## src/rtl/dense_matrix_multiply_top_macros.svh

```systemverilog
// Assertion macros shared by the dense matrix multiply RTL.
// Plain text macros only; no dependencies.
`ifndef DENSE_MATRIX_MULTIPLY_TOP_MACROS_SVH
`define DENSE_MATRIX_MULTIPLY_TOP_MACROS_SVH

// same-cycle implication
`define DMM_ASSERT_SAME(label, clk, rst, ante, cons) \
   label: assert property (@(posedge clk) disable iff (rst) (ante) |-> (cons)) \
      else $error("dmm: same-cycle check failed");

// next-cycle implication
`define DMM_ASSERT_NEXT(label, clk, rst, ante, cons) \
   label: assert property (@(posedge clk) disable iff (rst) (ante) |=> (cons)) \
      else $error("dmm: next-cycle check failed");

`endif

```

## src/rtl/dmm_pkg.sv

```systemverilog
// Shared types and constants for the dense matrix multiply block.
// No dependencies.
package dmm_pkg;

   localparam int STORE_SIDE     = 8;
   localparam int IDX_W          = 3;
   localparam int ADDR_W         = 2 * IDX_W;
   localparam int STORE_DEPTH    = STORE_SIDE * STORE_SIDE;
   localparam int VALUE_W        = 32;
   localparam int PROD_W         = 2 * VALUE_W;
   localparam int RND_W          = 48;
   localparam int ACC_W          = 51;
   localparam int FRAC_W         = 16;
   localparam int TDATA_W        = 40;
   localparam int PAD_W          = TDATA_W - VALUE_W - 2 * IDX_W;
   localparam int QUEUE_DEPTH    = 4;
   localparam int PTR_W          = $clog2(QUEUE_DEPTH);
   localparam int DEF_INNER_DIM  = 8;
   localparam int DEF_OUTER_COLS = 8;

   localparam logic signed [VALUE_W-1:0] Q_MAX = 32'sh7fff_ffff;
   localparam logic signed [VALUE_W-1:0] Q_MIN = 32'sh8000_0000;
   localparam logic signed [PROD_W-1:0]  ROUND_HALF = 64'sh8000;

   typedef enum logic {
      OP_LOAD_A = 1'b0,
      OP_LOAD_B = 1'b1
   } op_type;

   typedef struct packed {
      op_type                     op;
      logic [ADDR_W-1:0]          addr;
      logic signed [VALUE_W-1:0]  value;
      logic                       start;
   } cmd_type;

endpackage

```

## src/rtl/dmm_queue.sv

```systemverilog
// Short command queue between the ingress stage and the compute engine.
// Depends on dmm_pkg and the assertion macros.
`include "dense_matrix_multiply_top_macros.svh"
module dmm_queue (
   input  logic             clock,
   input  logic             reset,
   input  logic             in_vld,
   output logic             in_rdy,
   input  dmm_pkg::cmd_type in_cmd,
   output logic             out_vld,
   input  logic             out_pop,
   output dmm_pkg::cmd_type out_cmd
);

   dmm_pkg::cmd_type                slot_ff [dmm_pkg::QUEUE_DEPTH];
   logic [dmm_pkg::PTR_W-1:0]       wr_ptr_ff, rd_ptr_ff;
   logic [dmm_pkg::PTR_W:0]         count_ff, count_in;
   logic                            push, pop;

   assign in_rdy  = count_ff != (dmm_pkg::PTR_W + 1)'(dmm_pkg::QUEUE_DEPTH);
   assign out_vld = count_ff != '0;
   assign push    = in_vld && in_rdy;
   assign pop     = out_pop && out_vld;
   assign out_cmd = slot_ff[rd_ptr_ff];

   always_comb begin
      count_in = count_ff;
      if (push && !pop) begin
         count_in = count_ff + 1'b1;
      end else if (pop && !push) begin
         count_in = count_ff - 1'b1;
      end
   end

   always_ff @(posedge clock) begin
      if (reset) begin
         wr_ptr_ff <= '0;
         rd_ptr_ff <= '0;
         count_ff  <= '0;
      end else begin
         count_ff <= count_in;
         if (push) begin
            wr_ptr_ff <= wr_ptr_ff + 1'b1;
         end
         if (pop) begin
            rd_ptr_ff <= rd_ptr_ff + 1'b1;
         end
      end
      if (push) begin
         slot_ff[wr_ptr_ff] <= in_cmd;
      end
   end

   `DMM_ASSERT_SAME(a_queue_bound, clock, reset, 1'b1, count_ff <= (dmm_pkg::PTR_W + 1)'(dmm_pkg::QUEUE_DEPTH))

endmodule

```

## config.mk

```make
export PLATFORM = sky130hd
export DESIGN_NAME = dmm_queue
export DESIGN_NICKNAME = d
export VERILOG_FILES = /design/src/rtl/dmm_pkg.sv /design/src/rtl/dmm_queue.sv
export VERILOG_INCLUDE_DIRS = /design/src /design/src/rtl
export SDC_FILE = /design/constraint.sdc
export NUM_CORES = 1
export LEC_CHECK = 0
export BUFFER_PORTS_ARGS = -buffer_cell sky130_fd_sc_hd__buf_2
export CAP_MARGIN = 20
export CORE_AREA = 2 2 105 107
export DETAILED_ROUTE_END_ITERATION = 7
export DIE_AREA = 0 0 107 109
export GPL_ROUTABILITY_DRIVEN = 0
export HOLD_SLACK_MARGIN = 0.05
export PLACE_DENSITY = 0.87
export SETUP_SLACK_MARGIN = 0.15
export SLEW_MARGIN = 15
export SYNTH_ARGS = -nofsm -noshare
export SYNTH_HDL_FRONTEND = slang
export SYNTH_SLANG_ARGS = --single-unit
```

## constraint.sdc

```tcl
create_clock -name clock -period 5.9 [get_ports clock]
set_input_delay 0.295 -clock clock [delete_from_list [all_inputs] [get_ports clock]]
set_output_delay 0.295 -clock clock [all_outputs]
set_load 0.005 [all_outputs]
```

# After elaboration in Yosys (flattened, before gate mapping)
# Memories as Yosys holds them, arrays and structs flattened. A register that Yosys moved wholly into a read port is not among the register bits.
# Index checks and enable logic that the tools add are counted.
dict set report op_classes {
  add_sub_neg 4
  muxes 6
  eq_ne 1
  reduce_logical 8
}
# cell count
set ops {}
lappend ops {{two-way mux 3 bit} 2}
lappend ops {{adder 2 x 1 -> 2 bit (second input constant)} 2}
lappend ops {{logical AND 1 bit} 4}
lappend ops {{two-way mux 2 bit} 2}
lappend ops {{adder 3 x 1 -> 3 bit (second input constant)} 1}
lappend ops {{inequality test 3 bit (second input constant)} 1}
lappend ops {{nonzero test 3 bit} 1}
lappend ops {{subtractor 3 x 1 -> 3 bit (second input constant)} 1}
lappend ops {{logical NOT 1 bit} 2}
lappend ops {{two-way mux 1 bit} 2}
lappend ops {{nonzero test 2 bit} 1}
dict set report word_totals {
  input_bits 44
  ram_bits 160
  mem_count 1
  reg_bits 7
  wordCells 23
}
# name depth word_bits read_ports rd_clocked_by_memory_dff wr line_no
set mem_list {}
lappend mem_list {slot_ff 4 40 1 1 1 dmm_queue.sv:15} ;# dmm_pkg::cmd_type slot_ff [dmm_pkg::QUEUE_DEPTH];

# Depth between registers and ports, before layout
dict set report logic_depth {
  ltp_word 6
  mapped_depth 8
  ltp_nobuf 8
}

# Worst setup path after synthesis
# Ideal clock, no wire load.
dict set report synth_path {
  path_kind {flip-flop to flip-flop}
  from {reg count_ff[0] (netlist bit)}
  to {mem slot_ff[0][0] (netlist bit), enable pin}
  setup_time_ns 0.401
  path_stages_with_launch 4
  path_buffers 0
  t_arrival_ns 1.775
  synth_period_minus_slack_ns 2.176
  required_time_ns 5.499
  path_slack_ns 3.724
  path_cell_list {dfxtp_1 -> nor2_1 -> a21boi_4 -> and2_1}
}
dict set report synth_via {
  elab_chain_len 4
}
# element line_no
set synth_lines {}
lappend synth_lines {{from (decl)} dmm_queue.sv:17} ;# logic [dmm_pkg::PTR_W:0] count_ff, count_in;
lappend synth_lines {{from (signal assigned)} dmm_queue.sv:41} ;# count_ff <= count_in;
lappend synth_lines {{inequality test 3 bit} dmm_queue.sv:20} ;# assign in_rdy = count_ff != (dmm_pkg::PTR_W + 1)'(dmm_pkg::QUEUE_DEPTH);
lappend synth_lines {{logical AND 1 bit} dmm_queue.sv:22} ;# assign push = in_vld && in_rdy;
lappend synth_lines {{named net push} dmm_queue.sv:18} ;# logic push, pop;
lappend synth_lines {{two-way mux 1 bit} dmm_queue.sv:49} ;# if (push) begin
lappend synth_lines {{two-way mux 1 bit (implied by the code)} dmm_queue.sv:50} ;# slot_ff[wr_ptr_ff] <= in_cmd;
lappend synth_lines {{to (decl)} dmm_queue.sv:15}
# The timed path passes the listed nets, and every way through them passes these cells.

==> results.tsv <==
stage	metric	value	unit
floorplanning	Die Width	107	microns
worst_setup_path	Critical Path AT	2210	ps
yosys	Synth cell types	23	
worst_setup_path	slowest library cell on the worst path	dfxtp_4	
grt	largest net degree at the start of global routing	41	
timing	upper clock frequency limit	0.3987	GHz
layout	commonest non-fill, non-tap cells in the layout	160 x edfxtp_1, 85 x buf_2, 41 x dlygate4sd3_1	
hold_path	Hold Path Class	primary input to register	
timing	Setup Viol. Count Final	0	
worst_setup_path	Worst setup SP type	register	
drt	Via density	5.622	
grt	total grt overflow	0	
cts	Clock Latency Late Sink	530	ps
status	status	finished clean	
cts	clock tree buffer depth	2	
run	number of max-cap violations	0	
layout	Final nets	442	
layout	Area Overhead vs Synth	23.16	%
placement	post-DP HPWL	6238	microns
layout	Layout fillers	581	
drt	first-pass iteration count of the detailed router	4	
timing	Slew @ Worst Pin	1068	ps
yosys	syn_nets	307	
layout	commonest non-fill, non-tap cell in the layout	edfxtp_1	
drt	Final ANT Viol Nets	0	
timing	fin crit share	42.51	%
timing	clock period minus worst slack	2508	ps
layout	final design utilization	73.12	%
worst_setup_path	crit end category	output pin	
timing	aggregate negative setup slack	0	ps
drt	DR DRC count	0	
floorplanning	ports placed on the boundary	86	
timing	RSZ-0062 raised after global routing	false	
cts	Root Buffer	clkbuf_8	
power_and_ir_drop	leakage	2.658	nW
worst_setup_path	CP max stage delay	880	ps
yosys	Synth Warn #	0	
layout	area of the multi-input gates	1189	sq um
floorplanning	FP Rows	38	
worst_setup_path	Worst R2R Setup Slack	3690	ps
floorplanning	core area	10600	sq um
worst_setup_path	Worst Path Max Fanout	40	
yosys	Post-Synthesis Cells	257	
power_and_ir_drop	Max VDD drop	0.0002749	V
layout	Ant. Diodes	0	
yosys	Post-Syn Area per Cell	24.49	sq um
cts	clk slew on worst S/H paths	60	ps
yosys	Synth Area in XOR/XNOR	0.5565	%
drt	via count	3064	
floorplanning	Initial Utilization	59.37	%
drt	DRT iter0 DRCs	221	
worst_setup_path	CP Class	register to output pin	
grt	vias in the first global route	3202	
yosys	mux cell area share after synthesis	14.81	%
timing	Worst Skew	12.72	ps
placement	I/O Buffers	85	
drt	Post-Route WL	12000	microns
worst_setup_path	data required time of the worst path	5610	ps
grt	initial antenna violation count	0	
yosys	complex-gate fraction of the synthesized area	0.7951	%
layout	combined flip-flop and latch cell area	4990	sq um
cts	H-tree lvl count	4	
yosys	Post-Syn Area	6295	sq um
yosys	simple-gate area share of the yosys netlist	1.332	%
grt	first-pass GRT wire length	18130	microns
layout	layout cells sized above 1	40.25	%
grt	GRT Util Overall	22.53	%
floorplanning	die height	109	microns
yosys	synthesized-area fraction occupied by adder cells	1.312	%
yosys	post-synthesis sequential area ratio	79.19	%
timing	Fin. Hold Viols	0	
cts	Post-CTS Setup Inserts	0	
worst_setup_path	Cell Chain, Critical Path	mux4_2 > buf_2	
cts	CTS buffer count	17	
drt	drt wl/cell	22.03	microns
cts	clock tree sinks	169	
cts	CTS tree	yes	
yosys	main combinational cell family by area after synthesis	multiplexers	
timing	max_slew headroom	28.81	%
floorplanning	die area	11660	sq um
power_and_ir_drop	Power Density	416.8	nW/um^2
yosys	FF+latch count, synth	169	
timing	Slew Viols, Final	0	
==> where the power goes <==
part / switching (mW) / internal [mW] / total (mW) / leakage, nW
sequential: 0.143 / 1.46 / 1.61 / 1.54
combinational: 0.245 / 0.358 / 0.602 / 0.859
clock: 0.457 / 0.565 / 1.02 / 0.258
==> state kept, by name, summed over array words and instances (netlist names), named ones only <==
register   flops
count_ff       3
wr_ptr_ff      2
rd_ptr_ff      2
slot_ff      160
==> worst max-delay path: cells and delay by family, from the launching register on <==
kind,cells,cell delay (ps)
buffers and inverters,1,160
multiplexers,1,650
flip-flops,1,880
==> timing repair <==
| item | 4_1_cts | 5_1_grt |
|---|---|---|
| hold buffers | 41 | 0 |
| resized for setup | 0 | 0 |
| hold endpoints to repair | 167 | 0 |
==> per-stage QoR <==
stage | setup slack [ps] | hold slack (ps) | instances | power (mW) | area (sq um)
after global placement | 3804 | 494.8 | 472 | 2.180 | 6790
after floorplan | 3724 | 393.9 | 257 | 2.013 | 6295
after global routing | 3216 | 157.9 | 545 | 3.367 | 7752
after detailed placement | 3678 | 514.3 | 472 | 2.205 | 6790
final | 3392 | 154.7 | 545 | 3.231 | 7752
after CTS | 3317 | 125.9 | 545 | 3.251 | 7752
==> cell type report <==
class                   instances  area share, %
flip-flops and latches        169          64.36
multi-input cells              75          15.33
repair buffers                126          10.78
clock buffers                  17          5.342
well taps                     140          2.260
clock inverters                15          1.775
inverters                       3         0.1453
==> cell usage after synthesis <==
master	count	share of area (%)
and2_1	4	0.40
nor2_1	8	0.48
mux2_1	1	0.18
ha_1	5	0.99
buf_6	1	0.18
fa_1	1	0.32
a21boi_4	1	0.30
xor2_1	4	0.56
o311ai_1	1	0.14
buf_2	4	0.32
or3_1	2	0.20
nand2b_1	2	0.20
buf_12	4	1.3
clkbuf_1	1	0.060
dfxtp_1	9	2.9
mux2i_1	2	0.32
o21ai_0	1	0.079
mux4_2	40	14
edfxtp_1	160	76
o31ai_2	1	0.20
nand2_1	1	0.060
inv_1	3	0.18
a21oi_1	1	0.079
==> cells by family (layout without fill, tap and decap cells) <==
logic type / after synthesis / in the layout
AOI/OAI and AO/OA: 5 / 5
xor gates and xnor gates: 4 / 4
and+or+nand+nor: 17 / 17
adders and majority gates: 6 / 6
buffers and inverters: 13 / 161
DFF: 169 / 169
muxes: 43 / 43
==> metal layers <==
metal	global-route usage (%)	share of wire, %	vias to the layer above
met5	0	0	-
met4	9.647	2.2	0
met3	7.531	6.7	21
met2	38.17	54	132
met1	26.70	37	1563
li1	-	-	1348
==> path summary, 6_finish.rpt <==
kind	start	endpoint	cells past startpoint
max	register	out_cmd[26]	2
max reg2reg	count_ff[0]$_SDFFE_PP0P_	count_ff[2]$_SDFFE_PP0P_	8
min reg2reg	wr_ptr_ff[1]$_SDFFE_PP0P_	wr_ptr_ff[1]$_SDFFE_PP0P_	2
min	out_pop	rd_ptr_ff[0]$_SDFFE_PP0P_	4
Note: power is estimated with default switching activity, not from simulation.
