File: src/rtl/dense_matrix_multiply_top_macros.svh
// Assertion macros shared by the dense matrix multiply RTL.
// Plain text macros only; no dependencies.
`ifndef DENSE_MATRIX_MULTIPLY_TOP_MACROS_SVH
`define DENSE_MATRIX_MULTIPLY_TOP_MACROS_SVH

// same-cycle implication
`define DMM_ASSERT_SAME(label, clk, rst, ante, cons) \
   label: assert property (@(posedge clk) disable iff (rst) (ante) |-> (cons)) \
      else $error("dmm: same-cycle check failed");

// next-cycle implication
`define DMM_ASSERT_NEXT(label, clk, rst, ante, cons) \
   label: assert property (@(posedge clk) disable iff (rst) (ante) |=> (cons)) \
      else $error("dmm: next-cycle check failed");

`endif

File: src/rtl/dmm_pkg.sv
// Shared types and constants for the dense matrix multiply block.
// No dependencies.
package dmm_pkg;

   localparam int STORE_SIDE     = 8;
   localparam int IDX_W          = 3;
   localparam int ADDR_W         = 2 * IDX_W;
   localparam int STORE_DEPTH    = STORE_SIDE * STORE_SIDE;
   localparam int VALUE_W        = 32;
   localparam int PROD_W         = 2 * VALUE_W;
   localparam int RND_W          = 48;
   localparam int ACC_W          = 51;
   localparam int FRAC_W         = 16;
   localparam int TDATA_W        = 40;
   localparam int PAD_W          = TDATA_W - VALUE_W - 2 * IDX_W;
   localparam int QUEUE_DEPTH    = 4;
   localparam int PTR_W          = $clog2(QUEUE_DEPTH);
   localparam int DEF_INNER_DIM  = 8;
   localparam int DEF_OUTER_COLS = 8;

   localparam logic signed [VALUE_W-1:0] Q_MAX = 32'sh7fff_ffff;
   localparam logic signed [VALUE_W-1:0] Q_MIN = 32'sh8000_0000;
   localparam logic signed [PROD_W-1:0]  ROUND_HALF = 64'sh8000;

   typedef enum logic {
      OP_LOAD_A = 1'b0,
      OP_LOAD_B = 1'b1
   } op_type;

   typedef struct packed {
      op_type                     op;
      logic [ADDR_W-1:0]          addr;
      logic signed [VALUE_W-1:0]  value;
      logic                       start;
   } cmd_type;

endpackage

File: src/rtl/dmm_front.sv
// Ingress stage: takes request words, classifies them into load commands.
// Depends on dmm_pkg.
module dmm_front (
   input  logic                          clock,
   input  logic                          reset,
   input  logic                          req_tvalid,
   output logic                          req_tready,
   input  logic [dmm_pkg::TDATA_W-1:0]   req_tdata,  // row[2:0], col[5:3], value[37:6], zero pad
   input  logic                          req_tuser,  // func: 0 = A, 1 = B
   input  logic                          req_tlast,
   output logic                          cmd_vld,
   input  logic                          cmd_rdy,
   output dmm_pkg::cmd_type              cmd
);

   logic             vld_ff, vld_in;
   dmm_pkg::cmd_type cmd_ff, cmd_in;
   logic             take;

   assign req_tready = !vld_ff || cmd_rdy;
   assign take       = req_tvalid && req_tready;
   assign cmd_vld    = vld_ff;
   assign cmd        = cmd_ff;

   always_comb begin
      cmd_in.op    = req_tuser ? dmm_pkg::OP_LOAD_B : dmm_pkg::OP_LOAD_A;
      cmd_in.addr  = {req_tdata[2:0], req_tdata[5:3]};
      cmd_in.value = signed'(req_tdata[37:6]);
      cmd_in.start = req_tlast;
      if (take) begin
         vld_in = 1'b1;
      end else if (cmd_rdy) begin
         vld_in = 1'b0;
      end else begin
         vld_in = vld_ff;
      end
   end

   always_ff @(posedge clock) begin
      if (reset) begin
         vld_ff <= 1'b0;
      end else begin
         vld_ff <= vld_in;
      end
      if (take) begin
         cmd_ff <= cmd_in;
      end
   end

endmodule

File: config.mk
export PLATFORM = sky130hd
export DESIGN_NAME = dmm_front
export DESIGN_NICKNAME = d
export VERILOG_FILES = /design/src/rtl/dense_matrix_multiply_top_macros.svh /design/src/rtl/dmm_pkg.sv /design/src/rtl/dmm_front.sv
export SDC_FILE = /design/constraint.sdc
export NUM_CORES = 1
export LEC_CHECK = 0
export BUFFER_PORTS_ARGS = -buffer_cell sky130_fd_sc_hd__buf_2
export CORE_ASPECT_RATIO = 0.7
export CORE_MARGIN = 2
export CORE_UTILIZATION = 45
export CTS_BUF_LIST = sky130_fd_sc_hd__clkbuf_4 sky130_fd_sc_hd__clkbuf_8
export DETAILED_ROUTE_END_ITERATION = 12
export PLACE_DENSITY = 0.85
export SETUP_SLACK_MARGIN = 0.05
export SYNTH_ARGS = -nofsm -noshare
export SYNTH_HDL_FRONTEND = slang
export SYNTH_SLANG_ARGS = --single-unit
File: constraint.sdc
create_clock -name clock -period 3.01 [get_ports clock]
set_clock_uncertainty 0.1 [all_clocks]
set_input_delay 0.1505 -clock clock [delete_from_list [all_inputs] [get_ports clock]]
set_output_delay 0.1505 -clock clock [all_outputs]
set_load 0.01 [all_outputs]
# After elaboration in Yosys (flattened, before gate mapping)
# Index checks and enable logic that the tools add are counted.
# Widths: inputs -> output; s select.
[totals]
ff_bits = 41
inputBits = 46
output_inout_bits = 42
word_cells = 12
[classes]
muxes = 3
n_reduce_logical = 4
[ops]
columns = ["operator", "count"]
rows = [
  ["$mux 1", 3],
  ["$reduce_bool 2->1", 1],
  ["$logic_and 1x1->1", 1],
  ["$logic_not 1->1", 1],
  ["$logic_or 1x1->1", 1],
]

# Logic depth before layout (Yosys ltp)
# Gate-level depths: netlist of run 1.
[depth]
depth_word = 4
depth_mapped = 2
ltp_nobuf = 2

# Worst setup path before layout of run 1
# No wires, ideal clock.
[synth_timing]
path_kind = "register to register"
startpoint = "register vld_ff (netlist: cmd_vld)"
endpoint = "register cmd_ff, in the netlist cmd[0], enable pin"
setup_ns = 0.353
t_arrival_ns = 0.845
required_time_ns = 2.557
setup_slack_ns = 1.712
stages_incl_launch_ff = 3
path_buffers = 0
period_less_slack_ns = 1.298
cell_sequence = "dfxtp_1 -> nand2b_4 -> and2_4"
[synth_via]
elab_chain_cells = 3
[synth_lines]
columns = ["item", "line", "source"]
rows = [
  ["from (decl)", "dmm_front.sv:16", "logic vld_ff, vld_in;"],
  ["from (signal assigned)", "dmm_front.sv:43", "vld_ff <= vld_in;"],
  ["$logic_not 1->1", "dmm_front.sv:20", "assign req_tready = !vld_ff || cmd_rdy;"],
  ["$logic_or 1x1->1", "dmm_front.sv:20", ""],
  ["named net req_tready", "dmm_front.sv:7", "output logic req_tready,"],
  ["$logic_and 1x1->1", "dmm_front.sv:21", "assign take = req_tvalid && req_tready;"],
  ["named net take", "dmm_front.sv:18", "logic take;"],
  ["to (signal assigned)", "dmm_front.sv:46", "cmd_ff <= cmd_in;"],
  ["to (decl)", "dmm_front.sv:17", "dmm_pkg::cmd_type cmd_ff, cmd_in;"],
]
# The timed path passes the listed nets, and every way through them passes these cells.
# A chain may end at the register's enable or synchronous reset.

# Final worst setup path of run 1
[layout_timing]
startpoint = "register vld_ff (netlist: cmd_vld)"
endpoint = "register cmd_ff, in the netlist cmd[9], enable pin"
[layout_via]
elab_chain_cells = 3
[layout_lines]
columns = ["item", "line"]
rows = [
  ["$logic_not 1->1", "dmm_front.sv:20"],
  ["$logic_or 1x1->1", "dmm_front.sv:20"],
  ["$logic_and 1x1->1", "dmm_front.sv:21"],
  ["named net take", "dmm_front.sv:18"],
]
# The timed path passes the listed nets, and every way through them passes these cells.

==> out/metrics.yaml, run 1 <==
setup_path:
  critPathMaxFanout: 40
  r2r_start: "cmd_vld"
  worstPathArrival_ns: 1.19
  worst_path_max_delay_cell: "and2_4"
  cpPeakStageDelay_ns: 0.47
  timing.rr.end: "cmd[9]"
  path_buf_inv: 0
  worst_setup_path_end_kind: "flop"
  path_cells: "nand2b_4 -> and2_4"
  startpoint_type: "flop"
  setup.worst_path.start: "cmd_vld"
  r2r_cells: 2
  cpLargestDelayFamily: "simple AND/OR/NAND/NOR gates"
  r2r_setup_slack_ns: 1.64
  worstPathRequired_ns: 2.83
  critPathKind: "flop to flop"
sta:
  final_period_minus_worst_setup_slack_ns: 1.37
  drv_slew: 0
  final.period_utilization_pct: 45.7
  max-slew-margin-rel_pct: 67.5
  finalSetupTns_ns: 0
  finalSetupViolCount: 0
  rsz0062_at_grt: "false"
  tightest_slew_ns: 0.487
  finalHoldViolCount: 0
  max_freq_mhz: 728
floorplan:
  die_area_um2: 3240
  die-height_um: 48.2
  core_area_um2: 2550
  ios: 88
  die_w_um: 67.2
  initial_core_util_pct: 49.2
  num_rows: 15
logic_synthesis:
  yosys.area.top_type: "edfxtp_1"
  synth.area.top_cells: "edfxtp_1, dfxtp_1, nand2b_4"
  yosysWarnings: 0
  synth_seq_cells: 41
  syn_area_um2: 1260
  synth_edf_count: 40
  synth-main-ff-cell: "edfxtp_1"
  ys_types: 6
  syn_inst: 45
  seq_area_frac_synth_pct: 97.2
  synth.most_common_cell: "edfxtp_1"
  syn_avg_cell_area_um2: 27.9
  synthArstFlopShare_pct: 0
  synth_top_area_share_pct: 95.6
  syn-num-nets: 91
grt:
  grt_pass1_wl_um: 4190
  antenna_found_initial: 0
  grt_pass1_vias: 911
  grt_max_degree: 41
  grt_overflow: 0
  grtUsageTotal_pct: 20.3
power:
  p_per_area_nw_per_um2: 512
  peakVddDrop_mv: 0.377
  leakagePower_nw: 0.962
drt:
  wl_um: 3140
  firstDrtPassIters: 4
  vias: 926
  vias_per_cell: 4.37
  drc: 0
  drtIter0Drc: 35
  ant_nets: 0
  wl_per_cell_um: 14.8
finish:
  final_cells: 212
  area_delta_synth_final_pct: 76.3
  insertedDiodeCount: 0
  layout-drive-gt1-share_pct: 52.8
  fin_area_um2: 2210
  num-nets-final: 224
hold_path:
  whs_path_depth: 3
  hp-start: "req_tvalid"
  min_to: "cmd_vld"
  min_path_type: "input port to flop"
cts:
  clock-root-buffer: "clkbuf_8"
  cts_tree: "built"
  clock_sinks: 41
  path_clk_slew_ns: 0.06
  worstSkewPairLatency_ns: 0.27
  htreeDepth: 2
  clk_path_buf_depth: 2
  post_cts_resized: 0
  numCtsBuffers: 5
placement:
  numPortBuffers: 85
  placed_cells: 164
  postPlaceCellArea_um2: 1720
  gp_congestion: 0.619
run_status:
  status: "finished, final reports clean"
flow_run:
  cap_violations: 0
[what timing repair did]
action / CTS / global route
hold buffers: 41 / 0
hold endpoints to repair: 41 / 0
buffers inserted: 0 / 0
[metal layers]
metal,global-route usage [%],share of wire (%),vias up
met5,0,0,-
met4,11.0,0.80,0
met3,9.70,12,4
met2,35.2,47,67
met1,21.2,40,412
li1,-,-,443
[state kept, by name, summed over array words and instances (netlist names)]
register / flops
cmd: 40
cmd_vld: 1
[cell families (layout without fill, tap and decap cells)]
kind of cell	after synthesis	after routing	synth area share [%]
AO/OA/AOI/OAI	1	1	0.697
flip-flops	41	41	97.2
buffers and inverters	1	134	0.299
AND/OR/NAND/NOR	2	2	1.79
[worst reg2reg max path, cell delays in order, from the launching register on]
cell and delay (ns):
dfxtp_1 0.35, nand2b_4 0.10, and2_4 0.47
[power by group]
part / switching (mW) / internal, mW / total [mW]
clock: 0.156 / 0.165 / 0.321
combinational: 0.0596 / 0.0774 / 0.137
sequential: 0.00893 / 0.666 / 0.675
total: 0.225 / 0.909 / 1.13
[layout by cell type, fill, tap and decap left out]
cell	synthesis	layout
dfxtp_1	1	1
buf_2	0	85
clkbuf_8	0	5
edfxtp_1	40	40
nand2b_4	1	1
and2_4	1	1
a21oi_2	1	1
clkinv_1	0	1
dlygate4sd3_1	0	41
clkbuf_4	0	1
inv_1	1	1
[final cells by class]
class / instances / area [µm²]
fill: 129 / 338
tap: 34 / 42.5
sequential: 41 / 1220
multi-input combinational: 3 / 31.3
timing repair buffer: 126 / 836
clock inverter: 1 / 3.75
inverter: 1 / 3.75
clock buffer: 6 / 76.3
[metrics by stage]
stage               utilization (%)  worst slack (ns)  total power [mW]  hold WS, ns
floorplan                         -              1.71             0.719        0.113
finish                         86.8              1.64              1.13       0.0411
detailed placement             67.5              1.65             0.781        0.219
global placement               67.5              1.70             0.775        0.210
CTS                            86.8              1.64              1.14      0.00567
global route                   86.8              1.57              1.18       0.0286
[how the worst max path moves through the flow]
stage	slack, ns	cells after the start	to
finish	1.64	2	cmd[9]
global route	1.57	2	cmd[2]
CTS	1.64	2	cmd[2]
detailed placement	1.65	2	cmd[22]
global placement	1.70	2	cmd[22]
floorplan	1.71	2	cmd[0]
Power figures use the tool's default switching activity.
==> run 2: changes to the inputs <==
- CORE_UTILIZATION: 45 -> 41
- PLACE_DENSITY: 0.85 -> 0.78
- clock period: 3.01 -> 1.3 ns (I/O delays scaled with it)
==> out/metrics.yaml, run 2 (same netlist as run 1, synthesis figures left out) <==
drt:
  wl_per_cell_um: 15.8  # +7.1%
  drc: 0  # unchanged
  vias: 962  # +3.9%
  vias_per_cell: 4.41  # +1.0%
  wl_um: 3450  # +10%
  ant_nets: 0  # unchanged
  drtIter0Drc: 40  # +14%
  firstDrtPassIters: 4  # unchanged
sta:
  holdWs_ns: -0.0472  # -0.0884 ns
  max-slew-margin-rel_pct: 91.1  # +24 points
  finalSetupTns_ns: 0  # unchanged
  max_freq_mhz: 837
  finalHoldViolCount: 1  # +1
  tightest_slew_ns: 0.134  # -0.353 ns
  final_period_minus_worst_setup_slack_ns: 1.19
  final.period_utilization_pct: 91.9
  finalSetupViolCount: 0  # unchanged
  drv_slew: 0  # unchanged
  rsz0062_at_grt: "false"
cts:
  worstSkewPairLatency_ns: 0.28  # about the same
  numCtsBuffers: 5  # unchanged
  clock_sinks: 41  # unchanged
  post_cts_resized: 0  # unchanged
  clk_path_buf_depth: 2  # unchanged
  path_clk_slew_ns: 0.07  # about the same
  cts_tree: "built"
  clock-root-buffer: "clkbuf_8"
  htreeDepth: 2  # unchanged
  postCtsSetupBuffers: 0  # unchanged
setup_path:
  critPathMaxFanout: 24  # -40%
  r2r_cells: 3  # +1
  worstPathArrival_ns: 1.08  # -0.11 ns
  r2r_start: "cmd_vld"
  cpPeakStageDelay_ns: 0.54  # +0.07 ns
  startpoint_type: "input port"
  timing.rr.end: "cmd[19]"
  worstPathRequired_ns: 1.19  # -1.64 ns
  worst_path_max_delay_cell: "dlygate4sd3_1"
  critPathKind: "input port to flop"
  path_cells: "dlygate4sd3_1 -> buf_2 -> and2_4 -> buf_12"
  r2r_setup_slack_ns: 0.14  # -1.50 ns
  worst_setup_path_end_kind: "flop"
power:
  peakVddDrop_mv: 0.944  # +150%
  power_mw: 2.74  # +140%
  leakagePower_nw: 0.992  # +3.2%
  p_per_area_nw_per_um2: 1200  # +130%
finish:
  multiInputGateArea_um2: 31.3  # unchanged
  insertedDiodeCount: 0  # unchanged
  num-nets-final: 227  # +1.3%
  final_common_cell: "buf_2"
  largest_reg_flops: 40  # unchanged
  area_delta_synth_final_pct: 81.5
  regArea_um2: 1220  # +0.10%
  final_cell_mix: "buf_2, dlygate4sd3_1, edfxtp_1"
  layout-drive-gt1-share_pct: 54.4  # +1.6 points
  n_fill_cell: 164  # +27%
floorplan:
  die-height_um: 50.3  # +4.4%
  core_area_um2: 2860  # +12%
  num_rows: 16  # +1
  die_area_um2: 3530  # +9.0%
  die_w_um: 70.2  # +4.5%
  initial_core_util_pct: 43.9  # -5.3 points
  ios: 88  # unchanged
grt:
  grt_overflow: 0  # unchanged
  grt_pass1_wl_um: 5270  # +26%
  grt_pass1_vias: 1068  # +17%
  antenna_found_initial: 0  # unchanged
  grt_max_degree: 25  # -39%
  grtUsageTotal_pct: 21.3  # +1.1 points
placement:
  numPortBuffers: 85  # unchanged
  gp_congestion: 0.706  # +14%
hold_path:
  min_path_type: "input port to flop"
  hp-start: "cmd_rdy"
  whs_path_depth: 3  # unchanged
  min_to: "cmd_vld"
run_status:
  violations: "hold timing"
  status: "finished, violations left"
flow_run:
  cap_violations: 0  # unchanged
==> run 2: worst max path at each step <==
stage / cells past startpoint / to / start
floorplan: 2 / cmd[0] / cmd_vld
global placement: 3 / cmd[35] / cmd_vld
detailed placement: 3 / cmd[24] / cmd_vld
CTS: 3 / cmd_vld / cmd_vld
global route: 4 / cmd[15] / req_tvalid
finish: 4 / cmd[19] / req_tvalid
==> run 2: report_power, final <==
part | total (mW) | internal [mW] | switching, mW
sequential | 1.56 | 1.54 | 0.0212
combinational | 0.341 | 0.197 | 0.144
clock | 0.835 | 0.444 | 0.392
total | 2.74 | 2.18 | 0.557
==> run 2: through the flow <==
step | hold WS, ns | setup WS, ns | util, % | area, µm² | cells
floorplan | 0.0201 | 0.0318 | - | 1260 | 45
global placement | 0.119 | 0.178 | 61.8 | 1770 | 168
detailed placement | 0.121 | 0.163 | 61.8 | 1770 | 168
CTS | 0.216 | 0.0727 | 79.6 | 2280 | 218
global route | -0.0247 | 0.0845 | 79.6 | 2280 | 218
finish | -0.0472 | 0.106 | 79.6 | 2280 | 218
==> run 2: worst max-delay path: cells and delay by family <==
| kind | cells | cell delay, ns |
|---|---|---|
| buf+inv | 3 | 0.84 |
| simple gates | 1 | 0.17 |
==> run 2: area by class of cell <==
| class | instances | area share [%] |
|---|---|---|
| Clock buffer | 8 | 4.01 |
| Inverter | 1 | 0.165 |
| Multi-Input combinational cell | 3 | 1.37 |
| Sequential cell | 41 | 53.6 |
| Tap cell | 36 | 1.98 |
| Timing Repair Buffer | 129 | 38.9 |
==> run 2: routing by layer <==
| metal | track usage (%) | vias up | wire length [µm] |
|---|---|---|---|
| li1 | - | 448 | - |
| met1 | 21.4 | 445 | 1270 |
| met2 | 38.4 | 65 | 1770 |
| met3 | 9.84 | 4 | 361 |
| met4 | 9.29 | 0 | 48 |
| met5 | 0 | - | 0 |
==> run 2: what timing repair did <==
action                     in CTS  in global routing
hold endpoints to repair       41                  1
setup endpoints to repair       0                  1
hold buffers                   42                  1
==> run 3: changes to the inputs <==
--- a/config.mk
+++ b/config.mk
@@ -12,2 +12,3 @@
 export CTS_BUF_LIST = sky130_fd_sc_hd__clkbuf_4 sky130_fd_sc_hd__clkbuf_8
+export CTS_CLUSTER_DIAMETER = 50
 export DETAILED_ROUTE_END_ITERATION = 12
==> constraint.sdc (replaced) <==
create_clock -name clock -period 1.3 [get_ports clock]
set_clock_uncertainty 0.1 [all_clocks]
set_input_delay 0.13 -clock clock [delete_from_list [all_inputs] [get_ports clock]]
set_output_delay 0.13 -clock clock [all_outputs]
set_load 0.01 [all_outputs]
==> out/metrics.yaml, run 3 (same netlist as run 1, synthesis figures left out) <==
cts:
  numCtsBuffers: 5  # unchanged
  postCtsSetupBuffers: 0  # unchanged
  post_cts_resized: 0  # unchanged
  path_clk_slew_ns: 0.07  # about the same
  worstSkewPairLatency_ns: 0.28  # about the same
  clock_sinks: 41  # unchanged
  cts_tree: "built"
  clock-root-buffer: "clkbuf_8"
  htreeDepth: 2  # unchanged
  clk_path_buf_depth: 2  # unchanged
  cts-hold-fix-buffers: 42  # unchanged
finish:
  post-route-util_pct: 79.2  # -0.39 points
  area_delta_synth_final_pct: 80.6
  final_common_cell: "buf_2"
  final_cell_mix: "buf_2, dlygate4sd3_1, edfxtp_1"
  largest_reg_flops: 40  # unchanged
  num-nets-final: 227  # unchanged
  insertedDiodeCount: 0  # unchanged
  fin_area_um2: 2270  # -0.49%
  n_fill_cell: 161  # -1.8%
  layout-drive-gt1-share_pct: 53.6  # -0.80 points
setup_path:
  worstPathArrival_ns: 1.13  # +0.05 ns
  worst_setup_path_end_kind: "flop"
  critPathKind: "input port to flop"
  path_cells: "dlygate4sd3_1 -> buf_2 -> and2_4 -> buf_12"
  startpoint_type: "input port"
  critPathMaxFanout: 24  # unchanged
  worst_path_max_delay_cell: "dlygate4sd3_1"
  worstPathRequired_ns: 1.19  # about the same
  cpPeakStageDelay_ns: 0.52  # -0.02 ns
  path_buf_inv: 3  # unchanged
  cpLargestDelayFamily: "buffers and inverters"
sta:
  final_period_minus_worst_setup_slack_ns: 1.25  # +0.0541 ns
  final.period_utilization_pct: 96.0  # +4.2 points
  max-slew-margin-rel_pct: 91.4  # +0.26 points
  timing.final.ws_setup_ns: 0.0516  # -0.0541 ns
  finalHoldViolCount: 0  # -1
  drv_slew: 0  # unchanged
  max_freq_mhz: 801  # -4.3%
  rsz0062_at_grt: "false"
  finalSetupTns_ns: 0  # unchanged
  tightest_slew_ns: 0.130  # -0.00389 ns
  finalSetupViolCount: 0  # unchanged
grt:
  antenna_found_initial: 0  # unchanged
  grt_pass1_vias: 1102  # +3.2%
  grt_max_degree: 25  # unchanged
  grt_overflow: 0  # unchanged
  grtUsageTotal_pct: 21.1  # -0.20 points
  grt_pass1_wl_um: 5240  # -0.65%
drt:
  vias_per_cell: 4.36  # -1.1%
  vias: 947  # -1.6%
  drtIter0Drc: 41  # +2.5%
  wl_per_cell_um: 15.6  # -1.4%
  drc: 0  # unchanged
  wl_um: 3390  # -1.9%
  firstDrtPassIters: 4  # unchanged
  ant_nets: 0  # unchanged
power:
  leakagePower_nw: 0.984  # -0.77%
  p_per_area_nw_per_um2: 1170  # -2.3%
  peakVddDrop_mv: 0.770  # -18%
floorplan:
  num_rows: 16  # unchanged
  core_area_um2: 2860  # unchanged
  die-height_um: 50.3  # unchanged
  die_area_um2: 3530  # unchanged
  ios: 88  # unchanged
  initial_core_util_pct: 43.9  # unchanged
  die_w_um: 70.2  # unchanged
placement:
  postPlaceCellArea_um2: 1770  # unchanged
  numPortBuffers: 85  # unchanged
  gp_congestion: 0.710  # +0.52%
  pre_cts_slack_ns: 0.162  # -0.000664 ns
flow_run:
  cap_violations: 0  # unchanged
hold_path:
  min_path_type: "input port to flop"
run_status:
  status: "finished, final reports clean"
## run 3: cell types whose count changed in the layout (fill, tap and decap cells not counted), sizes merged
cell | before | now
clkbuf | 8 | 6
clkinv | 0 | 1
## run 3: layer usage
| metal | track usage [%] | part of all wire (%) |
|---|---|---|
| met3 | 10.2 | 11 |
| met2 | 37.1 | 50 |
| met4 | 11.5 | 2.2 |
| met1 | 20.7 | 37 |
| met5 | 0 | 0 |
## run 3: final timing paths
path / cells past startpoint / from / slack (ns) / end
setup reg to reg: 3 / cmd_vld / 0.12 / cmd[24]
setup / recovery: 4 / req_tvalid / 0.05 / cmd[24]
hold / removal: 3 / cmd_rdy / 0.03 / cmd_vld
hold reg to reg: 2 / cmd_vld / 0.40 / cmd_vld
## run 3: layout make-up
cell class              count  area, µm²  area share (%)
repair buffers            129        886            39.1
inverters                   1       3.75           0.165
flip-flops and latches     41       1220            53.9
well taps                  36       45.0            1.99
multi-input cells           3       31.3            1.38
clock buffers               6       76.3            3.36
clock inverters             1       3.75           0.165
## run 3: through the flow
stage | hold slack [ns] | power (mW) | std cells
6_report | 0.0338 | 2.66 | 217
3_5_place_dp | 0.184 | 1.82 | 168
3_3_place_gp | 0.184 | 1.81 | 168
4_1_cts | 0.0164 | 2.66 | 217
2_1_floorplan | 0.0851 | 1.67 | 45
5_1_grt | 0.0432 | 2.77 | 217
## run 3: power breakdown
part	internal (mW)	leakage (nW)	switching (mW)
logic	0.197	0.547	0.145
clock network	0.382	0.0421	0.376
registers	1.54	0.396	0.0205
## run 3: worst reg2reg max path: cells and delay by family (launching register included)
family	cells	cell delay, ns
flip-flops	1	0.34
buffers and inverters	1	0.18
AND/OR/NAND/NOR	2	0.26
